--- config.mk ---
export PLATFORM = sky130hd
export DESIGN_NAME = fclru_update
export DESIGN_NICKNAME = d
export VERILOG_FILES = /design/src/hw/rtl/fclru_pkg.sv /design/src/hw/rtl/fclru_update.sv
export SDC_FILE = /design/constraint.sdc
export NUM_CORES = 2
export LEC_CHECK = 0
export BUFFER_PORTS_ARGS = -buffer_cell sky130_fd_sc_hd__buf_2
export CORE_AREA = 5 5 704 706
export DETAILED_ROUTE_END_ITERATION = 6
export DIE_AREA = 0 0 709 711
export MAX_ROUTING_LAYER = met4
export SLEW_MARGIN = 20
export SYNTH_ARGS = -nofsm -noshare
export SYNTH_HDL_FRONTEND = slang
export SYNTH_SLANG_ARGS = --single-unit
--- constraint.sdc ---
create_clock -name vclk -period 4.2
set_input_delay 0.63 -clock vclk [all_inputs]
set_output_delay 0.63 -clock vclk [all_outputs]
set_load 0.02 [all_outputs]
--- src/hw/rtl/fclru_pkg.sv ---
`timescale 1ns / 1ps
package fclru_pkg;
  localparam int NUM_SETS_DEF = 256;
  localparam int NUM_WAYS_DEF = 8;
  localparam int KEY_W = 104;
  localparam int RANK_OUT_W = 3;
  localparam int IN_W = 112;
  localparam logic POLICY_LRU = 1'b0;
  localparam logic POLICY_SWAP = 1'b1;
endpackage

--- src/hw/rtl/fclru_update.sv ---
`timescale 1ns / 1ps
// Match and reorder of one set row: ways packed rank 0 in the low bits.
module fclru_update #(
  parameter int NUM_WAYS = 8
) (
  input  logic                           policy_mode,
  input  logic [fclru_pkg::KEY_W-1:0]    key,
  input  logic [NUM_WAYS*fclru_pkg::KEY_W-1:0] row_keys,
  input  logic [NUM_WAYS-1:0]            row_valid,
  output logic [NUM_WAYS*fclru_pkg::KEY_W-1:0] new_keys,
  output logic [NUM_WAYS-1:0]            new_valid,
  output logic                           hit,
  output logic [fclru_pkg::RANK_OUT_W-1:0] hit_rank
);
  localparam int KW = fclru_pkg::KEY_W;
  localparam int RW = $clog2(NUM_WAYS);

  logic [NUM_WAYS-1:0] match;
  logic [RW-1:0]       rank;
  logic [RW:0]         rank_ext;

  always_comb begin
    rank = '0;
    for (int r = 0; r < NUM_WAYS; r++) begin
      match[r] = row_valid[r] && (row_keys[r*KW +: KW] == key);
      if (match[r]) begin
        rank = RW'(r);
      end
    end
    hit = |match;
    rank_ext = {1'b0, rank};
    hit_rank = hit ? fclru_pkg::RANK_OUT_W'(rank_ext) : '0;
  end

  always_comb begin
    new_keys = row_keys;
    new_valid = row_valid;
    if (policy_mode == fclru_pkg::POLICY_LRU) begin
      // shift down everything above the hit (all of it on a miss), insert at top
      for (int r = 0; r < NUM_WAYS - 1; r++) begin
        if (!hit || (RW'(r) >= rank)) begin
          new_keys[r*KW +: KW] = row_keys[(r+1)*KW +: KW];
          new_valid[r] = row_valid[r+1];
        end
      end
      new_keys[(NUM_WAYS-1)*KW +: KW] = key;
      new_valid[NUM_WAYS-1] = 1'b1;
    end else if (!hit) begin
      new_keys[KW-1:0] = key;
      new_valid[0] = 1'b1;
    end else begin
      for (int r = 0; r < NUM_WAYS - 1; r++) begin
        if (RW'(r) == rank) begin
          new_keys[r*KW +: KW] = row_keys[(r+1)*KW +: KW];
          new_valid[r] = row_valid[r+1];
          new_keys[(r+1)*KW +: KW] = key;
          new_valid[r+1] = 1'b1;
        end
      end
    end
  end
endmodule
; ---- Word level (Yosys, flattened, before mapping)
; Cells that the tools add are included.
[word_totals]
inputBits = 945
word_cells = 89
ff_bits = 0
output_inout_bits = 844
[op_classes]
reduce_logical = 18
muxes = 50
eq_ne = 14
magnitude_cmp = 7
[ops]
columns = op, n
row1 = $mux W208, 11
row2 = $eq A104 B104 Y1, 8
row3 = $mux W104, 8
row4 = $mux W832, 1
row5 = $mux W728, 1
row6 = $mux W2, 11
row7 = $mux W3, 7
row8 = $eq A3 B3 Y1 const A, 3
row9 = $ge A3 B3 Y1 const A, 3
row10 = $mux W1, 9
row11 = $logic_and A1 B1 Y1, 8
row12 = $mux W8, 1
row13 = $reduce_or A8 Y1, 1
row14 = $logic_or A1 B1 Y1, 7
row15 = $mux W7, 1
row16 = $eq A2 B3 Y1 const A, 2
row17 = $ge A1 B3 Y1 const A, 2
row18 = $ge A2 B3 Y1 const A, 2
row19 = $eq A1 B3 Y1 const A, 1
row20 = $logic_not A3 Y1, 1
row21 = $logic_not A1 Y1, 1

; ---- Depth between registers and ports, before layout
[depth]
ltp_word = 23
depth_mapped = 15
mapped_depth_nobuf = 10

; ---- Worst setup path after synthesis
; No wires, ideal clock.
[synth_path]
kind = input port to output port
from = in key[33] (netlist name)
to = out new_keys[114] (netlist name)
path_stages = 11
setup_slack_ns = -0.494
n_path_buf = 2
required_time_ns = 3.570
arrival_time_ns = 4.064
cell_sequence = buf_2 xor2_1 or4_1 or4_1 or4_1 nor4_4 a21boi_2 o2111a_1 clkbuf_1 a32oi_1 a21boi_0
[synth_via]
elab_chain_cells = 18
word_cells_on_any_way = 38
classes_between = order compare: 1 / eq/ne: 9 / mux: 16 / reduce/logical: 12
[synth_rtl]
columns = item, line
row1 = "start, declared", fclru_update.sv:7  ; input logic [fclru_pkg::KEY_W-1:0] key,
row2 = $eq A104 B104 Y1, fclru_update.sv:25  ; match[r] = row_valid[r] && (row_keys[r*KW +: KW] == key);
row3 = $logic_and A1 B1 Y1, fclru_update.sv:25
row4 = $mux W1, fclru_update.sv:26  ; if (match[r]) begin
row5 = $mux W3 (6 in a row), fclru_update.sv:26
row6 = $logic_not A3 Y1, fclru_update.sv:53  ; if (RW'(r) == rank) begin
row7 = $mux W208, fclru_update.sv:53
row8 = $mux W208, fclru_update.sv:48  ; end else if (!hit) begin
row9 = $mux W208, fclru_update.sv:38  ; if (policy_mode == fclru_pkg::POLICY_LRU) begin
row10 = $mux W208, fclru_update.sv:53
row11 = $mux W208, fclru_update.sv:48
row12 = $mux W208, fclru_update.sv:38
row13 = $mux W728, fclru_update.sv:48
row14 = $mux W832 (*), fclru_update.sv:38
row15 = "end, declared", fclru_update.sv:10  ; output logic [NUM_WAYS*fclru_pkg::KEY_W-1:0] new_keys,
; Mark *: on every way between the ends. The rest lies on a longest branch, timed or not. The select of a mux whose other input is x is not followed.

; ---- Worst setup path in the final report
[layout_path]
from = in key[99] (netlist name)
to = out new_keys[362] (netlist name)
[layout_via]
elab_chain_cells = 14
word_cells_on_any_way = 34
classes_between = order compare: 1 / eq/ne: 10 / mux: 12 / reduce/logical: 11
[layout_rtl]
columns = item, line
row1 = $eq A104 B104 Y1, fclru_update.sv:25
row2 = $logic_and A1 B1 Y1, fclru_update.sv:25
row3 = $mux W1, fclru_update.sv:26
row4 = $mux W3 (6 in a row), fclru_update.sv:26
row5 = $eq A2 B3 Y1, fclru_update.sv:53
row6 = $mux W208 (2 in a row), fclru_update.sv:53
row7 = $mux W728, fclru_update.sv:48
row8 = $mux W832 (*), fclru_update.sv:38
; Mark *: on every way between the ends. The rest lies on a longest branch, timed or not.

==> flow_summary.html <==
<table>
<tr><th>Metric</th><th>Value</th></tr>
<tr><th colspan="2">Placed design</th></tr>
<tr><td>Worst setup slack before clock tree synthesis</td><td>-2.302 ns</td></tr>
<tr><td>Detailed placer's ending HPWL</td><td>802.5 mm</td></tr>
<tr><td>Count of buffers from port buffering</td><td>1,789</td></tr>
<tr><td>Gpl congestion</td><td>between 1 and 1.5</td></tr>
<tr><td>Post-Place Cell Area</td><td>about 0.078 mm^2</td></tr>
<tr><td>Cells after DPL</td><td>between 10,000 and 15,000</td></tr>
<tr><th colspan="2">Timing</th></tr>
<tr><td>Min Tclk post-route</td><td>between 5 and 6 ns</td></tr>
<tr><td>Tightest slew margin relative to the limit</td><td>7.524%</td></tr>
<tr><td>Slew at the pin closest to its max-slew limit</td><td>between 1 and 1.5 ns</td></tr>
<tr><td>Worst hold slack after final layout</td><td>approximately 1.7 ns</td></tr>
<tr><td>Final setup vio count</td><td>844</td></tr>
<tr><td>Fin. max-slew vios</td><td>0</td></tr>
<tr><td>Final Hold Fails</td><td>0</td></tr>
<tr><td>Fmax</td><td>177.7 MHz</td></tr>
<tr><td>Worst setup slack after layout</td><td>-1.426 ns</td></tr>
<tr><td>Post-route clock period utilization</td><td>134.0%</td></tr>
<tr><td>RSZ-0062 raised after global routing</td><td>yes</td></tr>
<tr><th colspan="2">Worst setup path</th></tr>
<tr><td>Critical path type</td><td>input port to primary output</td></tr>
<tr><td>Worst path max stage delay</td><td>1.05 ns</td></tr>
<tr><td>Critical path buffer and inverter count</td><td>5</td></tr>
<tr><td>Critical Path Sink Type</td><td>primary output</td></tr>
<tr><td>Arrival @ worst endpoint</td><td>about 5.0 ns</td></tr>
<tr><td>Worst EP required</td><td>between 3 and 4 ns</td></tr>
<tr><td>Element type at the critical path start</td><td>input port</td></tr>
<tr><td>Crit path launch</td><td>key[99]</td></tr>
<tr><td>Slowest-stage cell, CP</td><td>o211ai_1</td></tr>
<tr><td>Cell Chain, Critical Path</td><td>clkbuf_4 &gt; xor2_4 &gt; or4_4 &gt; or4_4 &gt; nor4_4 &gt; nand4_1 &gt; a21boi_4 &gt; buf_6 &gt; o2111ai_4 &gt; buf_12 &gt; buf_12 &gt; o211ai_1 &gt; buf_4</td></tr>
<tr><td>Maximum fanout count along the critical path</td><td>4</td></tr>
<tr><td>Cell family with most CP delay</td><td>compound AO/OA/AOI/OAI gates</td></tr>
<tr><th colspan="2">Die</th></tr>
<tr><td>Die extent in y</td><td>just over 700 um</td></tr>
<tr><td>Area enclosed by the die boundary</td><td>roughly 0.50 mm^2</td></tr>
<tr><td>Site Rows</td><td>between 200 and 300</td></tr>
<tr><td>Starting utilization of the core area</td><td>about 5.8%</td></tr>
<tr><td>Die Span X</td><td>about 710 um</td></tr>
<tr><td>Core box area</td><td>around 0.49 mm^2</td></tr>
<tr><td>IO Count</td><td>1,789</td></tr>
<tr><th colspan="2">Synthesis</th></tr>
<tr><td>Instance count of the mapped netlist</td><td>approximately 4,300</td></tr>
<tr><td>Mux share of post-synthesis cell area</td><td>3.011%</td></tr>
<tr><td>Complex-gate fraction of the synthesized area</td><td>between 40% and 50%</td></tr>
<tr><td>Simple-gate share of the synthesized area</td><td>between 20 and 30%</td></tr>
<tr><td>Adder and majority cell fraction of the synthesized area</td><td>0%</td></tr>
<tr><td>Synthesized area per cell</td><td>approximately 6.5 um^2</td></tr>
<tr><td>Number of distinct standard cells referenced by the synthesized netlist</td><td>between 60 and 70</td></tr>
<tr><td>Synthesized area</td><td>between 0.02 and 0.03 mm^2</td></tr>
<tr><td>Area share of the largest cell type after synthesis</td><td>around 11%</td></tr>
<tr><td>Yosys warning count</td><td>0</td></tr>
<tr><td>Cell taking the most area after synthesis</td><td>xnor2_1</td></tr>
<tr><td>Xor-xnor portion of the synthesized cell area</td><td>between 15 and 20%</td></tr>
<tr><td>Synth Net Count</td><td>5,279</td></tr>
<tr><td>Top post-synthesis cells by area</td><td>xnor2_1 11%, nand2b_1 8.0%, xor2_1 6.5%</td></tr>
<tr><td>Sequential element share of the synthesized area</td><td>0%</td></tr>
<tr><td>Largest family of logic cells by synthesized area</td><td>compound AO/OA/AOI/OAI gates</td></tr>
<tr><th colspan="2">Drt</th></tr>
<tr><td>Drc violations</td><td>between 150 and 200</td></tr>
<tr><td>Total wire length after detailed routing</td><td>887.8 mm</td></tr>
<tr><td>Met3 wirelength from detailed routing</td><td>approximately 81 mm</td></tr>
<tr><td>Met1 wire length</td><td>around 320 mm</td></tr>
<tr><td>Uppermost metal layer occupied by signal nets</td><td>met4</td></tr>
<tr><td>Number of design-rule violations left by the first detailed-router iteration</td><td>between 8,000 and 9,000</td></tr>
<tr><td>Antenna violation net count after detailed routing</td><td>0</td></tr>
<tr><td>Total via count after detailed routing</td><td>about 67,000</td></tr>
<tr><td>Drt first pass iters</td><td>7</td></tr>
<tr><td>Met2 Routed Length</td><td>393.4 mm</td></tr>
<tr><td>Vias per cell</td><td>around 4.3</td></tr>
<tr><td>Average wire per cell in the routed design</td><td>56.88 um</td></tr>
<tr><th colspan="2">Cells and area</th></tr>
<tr><td>Post-route design area</td><td>around 0.09 mm^2</td></tr>
<tr><td>Number of nets at the end of the flow</td><td>around 9,500</td></tr>
<tr><td>Number of standard cells in the layout, taps in and fillers out</td><td>roughly 16,000</td></tr>
<tr><td>Top library cells by usage in the layout, fill and taps aside</td><td>2,348 x buf_4, 1,088 x buf_2, 981 x buf_12</td></tr>
<tr><td>FF+latch count</td><td>0</td></tr>
<tr><td>Layout cell share with drive strength beyond 1</td><td>64.91%</td></tr>
<tr><td>Leading cell type in the layout, fill and taps excluded</td><td>buf_4</td></tr>
<tr><td>Sequential cell area</td><td>0 um^2</td></tr>
<tr><td>Area Overhead vs Synth</td><td>212.8%</td></tr>
<tr><td>Filler Cell Count</td><td>55,044</td></tr>
<tr><td>Layout clock buffers</td><td>0</td></tr>
<tr><th colspan="2">Global route</th></tr>
<tr><td>Vias in the first global route</td><td>slightly above 60,000</td></tr>
<tr><td>Global-route wire length before repair</td><td>roughly 1000 mm</td></tr>
<tr><td>Total track usage</td><td>33.89%</td></tr>
<tr><td>Total overflow reported by the global router</td><td>0</td></tr>
<tr><td>Initial antenna violation count</td><td>roughly 630</td></tr>
<tr><td>Largest net degree at the start of global routing</td><td>around 110</td></tr>
<tr><th colspan="2">Outcome</th></tr>
<tr><td>Violated checks</td><td>DRC, setup timing</td></tr>
<tr><td>Status</td><td>finished with violations</td></tr>
<tr><th colspan="2">Flow run</th></tr>
<tr><td>Max-cap viol count</td><td>0</td></tr>
<tr><th colspan="2">Power and ir drop</th></tr>
<tr><td>Maximum vdd drop</td><td>between 0.00007 and 0.00008 V</td></tr>
<tr><td>Leakage power</td><td>around 38 nW</td></tr>
<tr><td>Power density relative to cell area</td><td>about 170 mW/mm^2</td></tr>
<tr><th colspan="2">Worst hold path</th></tr>
<tr><td>Hold Crit Start</td><td>row_keys[200]</td></tr>
<tr><td>Path type of the worst min-delay path</td><td>input port to primary output</td></tr>
<tr><th colspan="2">Clock tree</th></tr>
<tr><td>Hold_buf cts</td><td>0</td></tr>
</table>
power breakdown:
part | internal, mW | total, mW | switching [mW] | leakage, nW
clock | 0.0000175 | 0.0000175 | 0 | 0.00351
combinational | 5.89 | 14.8 | 8.91 | 38.1
sequential | 0 | 0 | 0 | 0
path summary, 6_finish.rpt:
path / endpoint / slack, ns / cells after the start
setup / recovery: new_keys[362] / -1.43 / 13
hold / removal: new_keys[96] / 1.69 / 3
through the flow:
stage,power [mW],utilization (%),TNS (ns)
2_1_floorplan,3.103,-,-7.304
6_report,14.80,18.15,-870.87
4_1_cts,14.09,16.93,-836.35
5_1_grt,14.62,18.11,-830.71
3_5_place_dp,13.68,16.02,-1410.45
3_3_place_gp,13.75,16.00,-1868.90
cell usage after synthesis, drive strengths merged, types with 95 or more instances:
cell,number
xnor2,358
a21o,95
nor4,130
a221o,159
nand2b,362
a22oi,210
clkbuf,382
nand2,357
o22ai,141
a21boi,100
o21a,105
buf,126
xor2,211
nor3,99
inv,152
o22a,124
nor2,156
o21ai,143
nand4,221
a22o,98
timing repair:
item                                    CTS  global route
pin swaps                                94           191
gates resized for setup                 635           633
setup buffers                           101           148
cloned                                   16            38
endpoints found under the setup margin  844           844
cell type report:
type | instances | area, um^2 | share of cell area, %
diodes | 553 | 1384 | 1.561
inverters | 153 | 613.1 | 0.6917
multi-input cells | 3675 | 30880 | 34.84
well taps | 6475 | 8102 | 9.140
repair buffers | 4752 | 47650 | 53.76
logic make-up (layout without fill, tap and decap cells):
kind of cell,Yosys count,after routing
AO/OA/AOI/OAI,1529,1529
AND/OR/NAND/NOR,1499,1501
buffers and inverters,661,4905
XOR/XNOR,569,569
multiplexers,76,76
other,0,553
metal layers:
layer	track usage [%]	vias up
li1	-	25713
met1	36.16	33750
met2	52.42	5643
met3	10.51	2011
met4	25.85	0
met5	-	-
Power figures use the tool's default switching activity.
