$ cat src/hw/rtl/fclru_ram.sv
`timescale 1ns / 1ps
module fclru_ram #(
  parameter int WIDTH = 8,
  parameter int DEPTH = 16
) (
  input  logic                                        clk,
  input  logic                                        we,
  input  logic [((DEPTH > 1) ? $clog2(DEPTH) : 1)-1:0] waddr,
  input  logic [WIDTH-1:0]                            wdata,
  input  logic [((DEPTH > 1) ? $clog2(DEPTH) : 1)-1:0] raddr,
  output logic [WIDTH-1:0]                            rdata
);
  logic [WIDTH-1:0] mem [DEPTH];

  always_ff @(posedge clk) begin
    if (we) begin
      mem[waddr] <= wdata;
    end
    rdata <= mem[raddr];
  end
endmodule

$ cat config.mk
export PLATFORM = sky130hd
export DESIGN_NAME = fclru_ram
export DESIGN_NICKNAME = d
export VERILOG_FILES = /design/src/hw/rtl/fclru_ram.sv
export SDC_FILE = /design/constraint.sdc
export NUM_CORES = 1
export LEC_CHECK = 0
export ABC_AREA = 1
export BUFFER_PORTS_ARGS = -buffer_cell sky130_fd_sc_hd__buf_2
export CORE_MARGIN = 10
export CORE_UTILIZATION = 30
export CTS_CLUSTER_DIAMETER = 200
export DETAILED_ROUTE_END_ITERATION = 8
export SYNTH_ARGS = -nofsm -noshare
export SYNTH_HDL_FRONTEND = slang
export SYNTH_SLANG_ARGS = --single-unit
$ cat constraint.sdc
create_clock -name clk -period 1.2 [get_ports clk]
set_clock_uncertainty 0.05 [all_clocks]
set_input_delay 0.12 -clock clk [delete_from_list [all_inputs] [get_ports clk]]
set_output_delay 0.12 -clock clk [all_outputs]
set_load 0.05 [all_outputs]
-- Word-level counts from Yosys, hierarchy flattened
Memories as Yosys holds them, arrays and structs flattened. A register that Yosys moved wholly into a read port is not among the register bits.
Cells that the tools add are included.
- add/sub/neg operators: 0
- multipliers: 0
- div/mod/pow operators: 0
- magnitude comparators: 0
- equal/unequal tests: 0
- shifts and indexed selects: 0
- mux-type cells: 2
- bitwise operators: 0
- reduce and logical (&&, ||, !) cells: 0
- operators by type and width (operator ; number):
    2-to-1 mux 1 bit ; 2
- register bits after elaboration: 0
- bits in latches: 0
- memory bits (writable): 128
- bits in read-only memories: 0
- input port bits: 18
- output and inout port bits: 8
- word-level logic and storage cells: 3
- memories: 1
- memories (memory ; depth ; bits a word ; rd ports ; clocked after memory_dff ; wr ports ; line ; text):
    mem ; 16 ; 8 ; 1 ; 1 ; 1 ; 13 ; logic [WIDTH-1:0] mem [DEPTH];

-- Longest topological paths before layout
Gate-level depths: netlist (run 1).
- word-level depth: 2
- depth in mapped cells: 8

-- Worst setup path before layout (run 1)
OpenSTA, ideal clock, no wires.
- path kind: input -> register
- from: input waddr[3] in the netlist's numbering
- to: memory mem[4][0] (enable)
- arrival: 0.701 ns
- path slack: 0.079 ns
- stages on the path: 2
- path buffers: 0
- cell sequence: nand3b_1 -> nor2_1
- RTL lines (item ; line ; text):
    from (decl) ; 8 ; input logic [((DEPTH > 1) ? $clog2(DEPTH) : 1)-1:0] waddr,
    to (decl) ; 13 ;
Straight into the memory's write port.

-- Worst setup path in the final report (run 1)
- from: register rdata[0], read port of mem
- to: output rdata[0]
- RTL lines (item ; line ; text):
    from (decl) ; 11 ; output logic [WIDTH-1:0] rdata
No word-level cell between the ends.

==> impl_metrics.csv, run 1 <==
group,metric,value,unit
status,status,"completed",
timing,finalHoldViolations,0,
worst_setup_path,cp_num_cells,1,
floorplan,fp.dieW,159,µm
worst_setup_path,path_buf_inv,1,
drt,wirelength,13700,µm
global_routing,grt_max_degree,33,
yosys,avgSynthCellArea,10.5,µm²
final_layout,final_cell_mix,"nand2_1 (173), edfxtp_1 (128), inv_1 (100)",
final_layout,layout_commonest_cell,"nand2_1",
worst_setup_path,critPathRequiredTime,1.03,ns
global_routing,antenna_found_initial,1,
floorplan,start_util,30.6,%
floorplan,die_h,159,µm
yosys,synth-seq-cells,136,
min_path,hold_path_depth,1,
floorplan,io_pins,26,
worst_setup_path,cpLargestDelayFamily,"flip-flops",
yosys,synthesis.instances,551,
floorplan,die_area,25200,µm²
global_routing,grt_first_pass_wirelength,21400,µm
yosys,synth_area,5770,µm²
flow_run,drv_cap,0,
clock_tree,clockBufferDepth,2,
clock_tree,cts_tree,"yes",
timing,slew_viol_final,0,
timing,fin_crit,1.13,ns
yosys,ys_types,12,
drt,viasPerCell,4.27,
worst_setup_path,reg2reg_depth,6,
place,dp.cells,844,
yosys,yosys.area.top_type,"edfxtp_1",
pwr,powerDensity,1630,nW/µm²
clock_tree,cts_root_buffer,"clkbuf_16",
yosys,yosysWarnings,0,
worst_setup_path,max_stage_delay,0.32,ns
drt,antenna_left,0,
final_layout,antenna_cells,0,
global_routing,grt_overflow,0,
final_layout,stdcell_area,7010,µm²
final_layout,drive_gt1_share,14.1,%
yosys,syn_nets,569,
worst_setup_path,crit_type,"flop to primary output",
clock_tree,clk_pin_slew_worst_paths,0.05,ns
pwr,clockPowerShare,45.6,%
worst_setup_path,arrival,0.96,ns
drt,drt-pass1-iter-count,5,
place,io_buffers,25,
timing,max_freq,0.883,GHz
clock_tree,insertion_delay,0.41,ns
worst_setup_path,r2r_slack,0.13,ns
place,dpl_cell_area,6370,µm²
timing,worst_pin_slew,0.403,ns
min_path,hp-class,"primary input to flop",
worst_setup_path,crit_fanout,1,
pwr,p_int,9.00,mW
final_layout,finalNetCount,622,
timing,timing.slew.headroom,73.1,%
clock_tree,cts_buffers,17,
timing,finalSetupViolCount,0,
pwr,switching_share,21.0,%
drt,drc_errors,0,
worst_setup_path,cp-start-kind,"flop",
final_layout,area_growth,21.5,%
pwr,p_sw,2.39,mW
yosys,ys_seq_area_share,69.4,%
clock_tree,htreeDepth,4,
timing,fin_crit_sh,94.4,%
drt,dr.first_iter.drc_count,253,
global_routing,grt_pass1_vias,3707,
yosys,synth_top_cells_by_area,"edfxtp_1 (67%), nand2_1 (11%), nand3_1 (8.4%), inv_1 (6.5%), dfxtp_1 (2.8%)",
pwr,p_leak,3.01,nW
yosys,synth_top_cell_area_share,66.7,%
drt,vias,3742,
worst_setup_path,crit_path_end_kind,"primary output",
final_layout,final_cell_count_no_fill,876,
place,dpl.hpwl,8890,µm
worst_setup_path,cp_cell_sequence,"clkbuf_4",
clock_tree,clock_sinks,136,
pwr,vdd_drop_max,1.04,mV
global_routing,track_usage,11.6,%
floorplan,num_rows,50,
drt,routedWlPerCell,15.6,µm
worst_setup_path,cp_slowest_cell,"dfxtp_1",
floorplan,core_area,18800,µm²
place,finalWeightedCongestion,0.801,
timing,rsz0062_at_grt,"false",
pwr,p_comb_share,7.3,%
pwr,seqPwrFrac,47.1,%
## final timing paths
kind / to / startpoint
max: rdata[0] / rdata[0]
min: mem[1][2] / wdata[2]
max reg2reg: rdata[0] / mem[13][0]
min reg2reg: rdata[6] / mem[10][6]
## registers in the layout (all words and copies together) (netlist names)
register and cells:
mem 128, rdata 8
## layout make-up
| cell class | count | area [µm²] |
|---|---|---|
| Inverter | 102 | 383 |
| Multi-Input combinational cell | 289 | 1210 |
| Sequential cell | 136 | 4010 |
| Fill cell | 1843 | 11800 |
| Tap cell | 260 | 325 |
| Timing Repair Buffer | 58 | 489 |
| Clock inverter | 12 | 158 |
| Clock buffer | 19 | 433 |
## cell usage after synthesis
library cell    n
nand2_1       173
edfxtp_1      128
inv_1         100
nand3_1        97
nor2_1         17
buf_2          13
dfxtp_1         8
buf_6           6
buf_4           4
inv_2           2
nand3b_1        2
buf_1           1
## what timing repair did
| item | CTS | global route |
|---|---|---|
| hold buffers | 1 | 0 |
| endpoints found under the hold margin | 2 | 0 |
| buffers inserted | 0 | 0 |
| setup endpoints to repair | 6 | 6 |
| gates cloned | 0 | 0 |
| resized for setup | 9 | 7 |
## per-layer routing
metal | wire length, µm | global-route usage, % | part of all wire [%] | vias up
met4 | 208 | 3.88 | 1.5 | 0
met5 | 0 | 0 | 0 | -
met3 | 700 | 3.18 | 5.1 | 15
li1 | - | - | - | 1881
met1 | 6410 | 15.6 | 47 | 1740
met2 | 6380 | 17.5 | 47 | 106
## power groups by stage
stage | clock network (mW) | registers (mW) | logic [mW]
global placement | 0 | 5.46 | 0.805
detailed placement | 0 | 5.45 | 0.815
global route | 5.51 | 5.37 | 0.926
CTS | 5.29 | 5.36 | 0.840
finish | 5.19 | 5.36 | 0.834
floorplan | 0 | 5.54 | 0.375
## cells by family (layout without fill, tap and decap cells)
group | after synthesis | in the layout | synth area share (%)
flops | 136 | 136 | 69.4
buf+inv | 126 | 191 | 9.52
simple gates | 289 | 289 | 21.0
## stage by stage
| stage | power, mW | setup TNS [ns] | setup WS [ns] | util [%] | hold slack [ns] |
|---|---|---|---|---|---|
| floorplan | 5.92 | 0 | 0.0792 | - | 0.169 |
| global placement | 6.26 | -0.0933 | -0.0405 | 33.8 | 0.407 |
| detailed placement | 6.27 | -0.116 | -0.0488 | 33.8 | 0.406 |
| CTS | 11.5 | 0 | 0.00597 | 37.1 | 0.0622 |
| global route | 11.8 | 0 | 0.00340 | 37.2 | 0.0670 |
| finish | 11.4 | 0 | 0.0672 | 37.2 | 0.0671 |
Power figures use the tool's default switching activity.
==> run 2, diff against run 1 <==
--- a/config.mk
+++ b/config.mk
@@ -11,6 +11,7 @@
 export CORE_UTILIZATION = 30
 export CTS_CLUSTER_DIAMETER = 200
 export DETAILED_ROUTE_END_ITERATION = 8
+export PLACE_DENSITY = 0.51
 export SYNTH_ARGS = -nofsm -noshare
 export SYNTH_HDL_FRONTEND = slang
 export SYNTH_SLANG_ARGS = --single-unit
==> constraint.sdc (replaced) <==
create_clock -name clk -period 1.2 [get_ports clk]
set_clock_uncertainty 0.05 [all_clocks]
set_input_delay 0.06 -clock clk [delete_from_list [all_inputs] [get_ports clk]]
set_output_delay 0.06 -clock clk [all_outputs]
set_load 0.05 [all_outputs]
==> run 2 against run 1 <==
  * Sequential share of layout area increased by 1.2 points
  * Setup slack got worse by 0.0036 ns
  * Cell count decreased by 0.57%
  * Global-route usage decreased by 0.21 points
  * Critical endpoint is now rdata[6]
  * Die area unchanged
==> impl_metrics.csv, run 2 (synthesis gave the netlist of run 1 again) <==
group,metric,value,unit
clock_tree,clk_pin_slew_worst_paths,0.05,ns
clock_tree,cts_tree,"yes",
floorplan,die_area,25200,µm²
drt,wirelength,13600,µm
drt,antenna_left,0,
timing,slew_viol_final,0,
timing,rsz0062_at_grt,"false",
global_routing,grt_pass1_vias,3596,
final_layout,reg_top3,"mem x128, rdata x8",
floorplan,start_util,30.6,%
global_routing,track_usage,11.3,%
drt,drt-pass1-iter-count,4,
clock_tree,clock_sinks,136,
drt,dr.first_iter.drc_count,345,
floorplan,num_rows,50,
floorplan,die_h,159,µm
timing,max_freq,0.880,GHz
worst_setup_path,arrival,1.03,ns
global_routing,grt_max_degree,65,
drt,vias,3790,
clock_tree,insertion_delay,0.42,ns
worst_setup_path,worstReg2RegStart,"mem[11][4]",
global_routing,antenna_found_initial,0,
pwr,p_leak,2.93,nW
min_path,hp-class,"primary input to flop",
drt,routedWlPerCell,15.6,µm
pwr,powerDensity,1590,nW/µm²
worst_setup_path,cp_slowest_cell,"dfxtp_1",
floorplan,io_pins,26,
clock_tree,cts_root_buffer,"clkbuf_16",
worst_setup_path,cp-start-kind,"flop",
place,io_buffers,25,
worst_setup_path,crit_path_end_kind,"primary output",
floorplan,core_area,18800,µm²
final_layout,final_cell_count_no_fill,871,
worst_setup_path,cp_cell_sequence,"buf_2",
final_layout,fin_util,36.4,%
final_layout,layout_commonest_cell,"nand2_1",
worst_setup_path,max_stage_delay,0.33,ns
timing,fin_crit_sh,94.7,%
final_layout,top_register,"mem",
worst_setup_path,path_buf_inv,1,
global_routing,grt_overflow,0,
clock_tree,post-cts-setup-buffer-count,0,
timing,fin_setup_tns,0,ns
final_layout,drive_gt1_share,12.4,%
floorplan,fp.dieW,159,µm
worst_setup_path,rr_endpoint,"rdata[4]",
clock_tree,clockBufferDepth,2,
status,status,"completed",
worst_setup_path,crit_type,"flop to primary output",
worst_setup_path,reg2reg_depth,6,
timing,finalHoldViolations,0,
final_layout,finalNetCount,616,
final_layout,antenna_cells,0,
timing,finalSetupViolCount,0,
timing,worst_pin_slew,0.399,ns
timing,fin_crit,1.14,ns
timing,timing.slew.headroom,73.4,%
pwr,vdd_drop_max,0.908,mV
flow_run,drv_cap,0,
place,dpl.hpwl,8660,µm
clock_tree,cts_buffers,17,
final_layout,largest_reg_flops,128,
drt,viasPerCell,4.35,
global_routing,grt_first_pass_wirelength,21100,µm
worst_setup_path,cp_num_cells,1,
worst_setup_path,cpLargestDelayFamily,"flip-flops",
place,dp.cells,838,
final_layout,area_growth,18.9,%
worst_setup_path,r2r_slack,0.13,ns
worst_setup_path,endpoint,"rdata[6]",
place,finalWeightedCongestion,0.790,
final_layout,final_cell_mix,"nand2_1 (173), edfxtp_1 (128), inv_1 (100)",
worst_setup_path,critPathLaunch,"rdata[6]",
clock_tree,htreeDepth,4,
worst_setup_path,critPathRequiredTime,1.09,ns
drt,drc_errors,0,
worst_setup_path,crit_fanout,1,
timing,whs,0.0208,ns
==> run 2: cell types whose count changed in the layout (fill, tap and decap cells not counted), sizes merged <==
cell | previous run | this run
buf | 55 | 51
clkbuf | 21 | 28
bufinv | 4 | 1
clkinv | 7 | 2
==> run 2: power breakdown <==
part | leakage [nW] | internal (mW) | total, mW | switching (mW)
clock | 0.257 | 2.95 | 4.73 | 1.78
combinational | 1.45 | 0.223 | 0.795 | 0.572
sequential | 1.22 | 5.31 | 5.34 | 0.0300
==> run 2: worst min path at each step <==
stage / from / to / slack [ns] / cells past startpoint
finish: wdata[2] / mem[2][2] / 0.02 / 1
global route: wdata[2] / mem[2][2] / 0.03 / 1
CTS: wdata[1] / mem[14][1] / 0.02 / 1
detailed placement: raddr[3] / rdata[7] / 0.39 / 3
global placement: raddr[3] / rdata[6] / 0.39 / 3
floorplan: wdata[0] / mem[0][0] / 0.11 / 0
==> run 2: routing by layer <==
layer	track usage, %	vias to the layer above	wire length [µm]
met5	0	-	0
met4	4.46	0	244
met3	2.73	17	522
met2	17.9	67	6350
met1	14.7	1843	6440
li1	-	1863	-
==> run 2: area by class of cell <==
cell class	count	area, µm²
clock buffers	28	487
well taps	260	325
flip-flops and latches	136	4000
inverters	102	383
fillers	1881	12000
repair buffers	52	395
clock inverters	4	47.5
multi-input cells	289	1210
==> run 2: through the flow <==
stage / worst slack (ns) / power [mW] / cell area, µm²
2_1_floorplan: 0.139 / 5.92 / 5770
3_3_place_gp: 0.00605 / 6.24 / 6310
3_5_place_dp: 0.00181 / 6.24 / 6310
4_1_cts: 0.0233 / 11.0 / 6860
5_1_grt: 0.0171 / 11.3 / 6860
6_report: 0.0636 / 10.9 / 6860
==> run 2: repair_timing <==
item | CTS | global route
gates resized for setup | 1 | 0
endpoints found under the hold margin | 4 | 0
endpoints found under the setup margin | 1 | 0
hold buffers | 1 | 0
==> run 2: worst register-to-register path: cells and delay by family (launching register included) <==
| family | cells | cell delay (ns) |
|---|---|---|
| buffers and inverters | 1 | 0.06 |
| flip-flops | 1 | 0.36 |
| AND/OR/NAND/NOR | 5 | 0.48 |
==> run 3, diff against run 2 <==
==> constraint.sdc (replaced) <==
create_clock -name clk -period 1.4 [get_ports clk]
set_clock_uncertainty 0.05 [all_clocks]
set_input_delay 0.07 -clock clk [delete_from_list [all_inputs] [get_ports clk]]
set_output_delay 0.07 -clock clk [all_outputs]
set_load 0.05 [all_outputs]
==> run 3 against run 2 <==
  * Sequential cell count unchanged
  * Critical path type unchanged
  * Final area rose by 1.1%
  * Power fell by 8.0%
  * Die area did not move
  * Clock-buffer cell count decreased by 8
  * Utilization is 0.41 points higher
  * Via count is 1.5% lower
  * Sequential share of layout area shrank 0.65 points
  * Largest cell class unchanged
  * Non-clock buffer count rose by 1
  * Clock power hardly changed
==> impl_metrics.csv, run 3 (synthesis gave the netlist of run 1 again) <==
group,metric,value,unit
floorplan,core_area,18800,µm²
worst_setup_path,cp_num_cells,1,
final_layout,largest_reg_flops,128,
timing,finalHoldViolations,0,
timing,slew_viol_final,0,
worst_setup_path,cpLargestDelayFamily,"flip-flops",
timing,finalSetupViolCount,0,
drt,wirelength,13700,µm
final_layout,area_growth,20.2,%
clock_tree,cts_buffers,17,
min_path,hold_path_depth,1,
final_layout,top_register,"mem",
pwr,powerDensity,1440,nW/µm²
global_routing,grt_first_pass_wirelength,21500,µm
floorplan,num_rows,50,
final_layout,finalNetCount,617,
clock_tree,htreeDepth,4,
final_layout,antenna_cells,0,
place,io_buffers,25,
worst_setup_path,max_stage_delay,0.37,ns
timing,max_freq,0.838,GHz
clock_tree,post-cts-setup-buffer-count,0,
floorplan,fp.dieW,159,µm
clock_tree,ctsResizeCount,0,
global_routing,grt_pass1_vias,3743,
timing,fin_crit,1.19,ns
pwr,p_leak,2.97,nW
floorplan,die_h,159,µm
timing,worst_pin_slew,0.388,ns
worst_setup_path,crit_type,"flop to primary output",
pwr,p_comb_share,6.7,%
timing,fin_ws,0.207,ns
timing,timing.slew.headroom,74.2,%
worst_setup_path,crit_path_end_kind,"primary output",
global_routing,grt_use_met3,2.81,%
final_layout,layout_commonest_cell,"nand2_1",
floorplan,io_pins,26,
pwr,switching_share,22.0,%
global_routing,antenna_found_initial,0,
worst_setup_path,critPathRequiredTime,1.28,ns
global_routing,top_usage_layer,"met2",
drt,routedWlPerCell,15.7,µm
clock_tree,clk_pin_slew_worst_paths,0.06,ns
clock_tree,clockBufferDepth,2,
drt,viasPerCell,4.28,
floorplan,start_util,30.6,%
pwr,p_sw,2.20,mW
worst_setup_path,path_buf_inv,1,
global_routing,track_usage,11.4,%
flow_run,drv_cap,0,
pwr,seqPwrFrac,45.8,%
global_routing,grtUsageMet1,15.3,%
drt,dr.first_iter.drc_count,275,
place,preCtsSetupSlack,0.148,ns
drt,vias,3733,
worst_setup_path,crit_fanout,1,
timing,fin_setup_tns,0,ns
final_layout,final_cell_mix,"nand2_1 (173), edfxtp_1 (128), inv_1 (100)",
clock_tree,ctsHoldBuffers,1,
clock_tree,insertion_delay,0.42,ns
min_path,hp-class,"primary input to flop",
status,status,"completed",
worst_setup_path,cp-start-kind,"flop",
worst_setup_path,arrival,1.07,ns
clock_tree,clock_sinks,136,
place,finalWeightedCongestion,0.778,
pwr,clockPowerShare,47.5,%
clock_tree,cts_tree,"yes",
clock_tree,cts_root_buffer,"clkbuf_16",
timing,rsz0062_at_grt,"false",
drt,antenna_left,0,
timing,fin_crit_sh,85.2,%
worst_setup_path,cp_slowest_cell,"dfxtp_1",
global_routing,grt_max_degree,65,
floorplan,die_area,25200,µm²
place,dpl.hpwl,8820,µm
worst_setup_path,cp_cell_sequence,"buf_2",
final_layout,reg_top3,"mem x128, rdata x8",
pwr,p_int,7.80,mW
pwr,vdd_drop_max,0.856,mV
drt,drt-pass1-iter-count,4,
global_routing,grt_overflow,0,
global_routing,use_met2,17.9,%
final_layout,drive_gt1_share,13.9,%
drt,drc_errors,0,
worst_setup_path,reg2reg_depth,6,
[run 3: final cells by class]
| class | count | area (µm²) |
|---|---|---|
| Clock buffer | 20 | 457 |
| Clock inverter | 12 | 175 |
| Fill cell | 1870 | 11900 |
| Inverter | 102 | 383 |
| Multi-Input combinational cell | 289 | 1210 |
| Sequential cell | 136 | 4000 |
| Tap cell | 260 | 325 |
| Timing Repair Buffer | 53 | 375 |
[run 3: path summary, 6_finish.rpt]
path,from,to,slack (ns)
worst min-delay path,wdata[1],mem[11][1],0.01
worst min register to register,mem[10][6],rdata[6],0.62
worst max-delay path,rdata[6],rdata[6],0.21
worst max register to register,mem[1][2],rdata[2],0.28
[run 3: power by group through the flow]
stage / sequential, mW / combinational, mW / clock, mW
finish: 4.58 / 0.673 / 4.75
global route: 4.58 / 0.745 / 4.99
CTS: 4.58 / 0.686 / 4.80
detailed placement: 4.66 / 0.680 / 0
global placement: 4.67 / 0.671 / 0
floorplan: 4.75 / 0.321 / 0
[run 3: layer usage]
layer  up-vias  part of all wire, %
met3        13                  4.7
met5         -                    0
met1      1776                   48
met4         0                  1.4
li1       1866                    -
met2        78                   46
[run 3: metrics by stage]
step / cells / util, % / cell area (µm²) / total power, mW / hold WS, ns
global placement: 839 / 33.4 / 6290 / 5.34 / 0.396
detailed placement: 839 / 33.4 / 6290 / 5.34 / 0.402
finish: 872 / 36.8 / 6930 / 10.0 / 0.0149
CTS: 872 / 36.8 / 6930 / 10.1 / 0.0211
global route: 872 / 36.8 / 6930 / 10.3 / 0.0297
floorplan: 551 / - / 5770 / 5.07 / 0.119
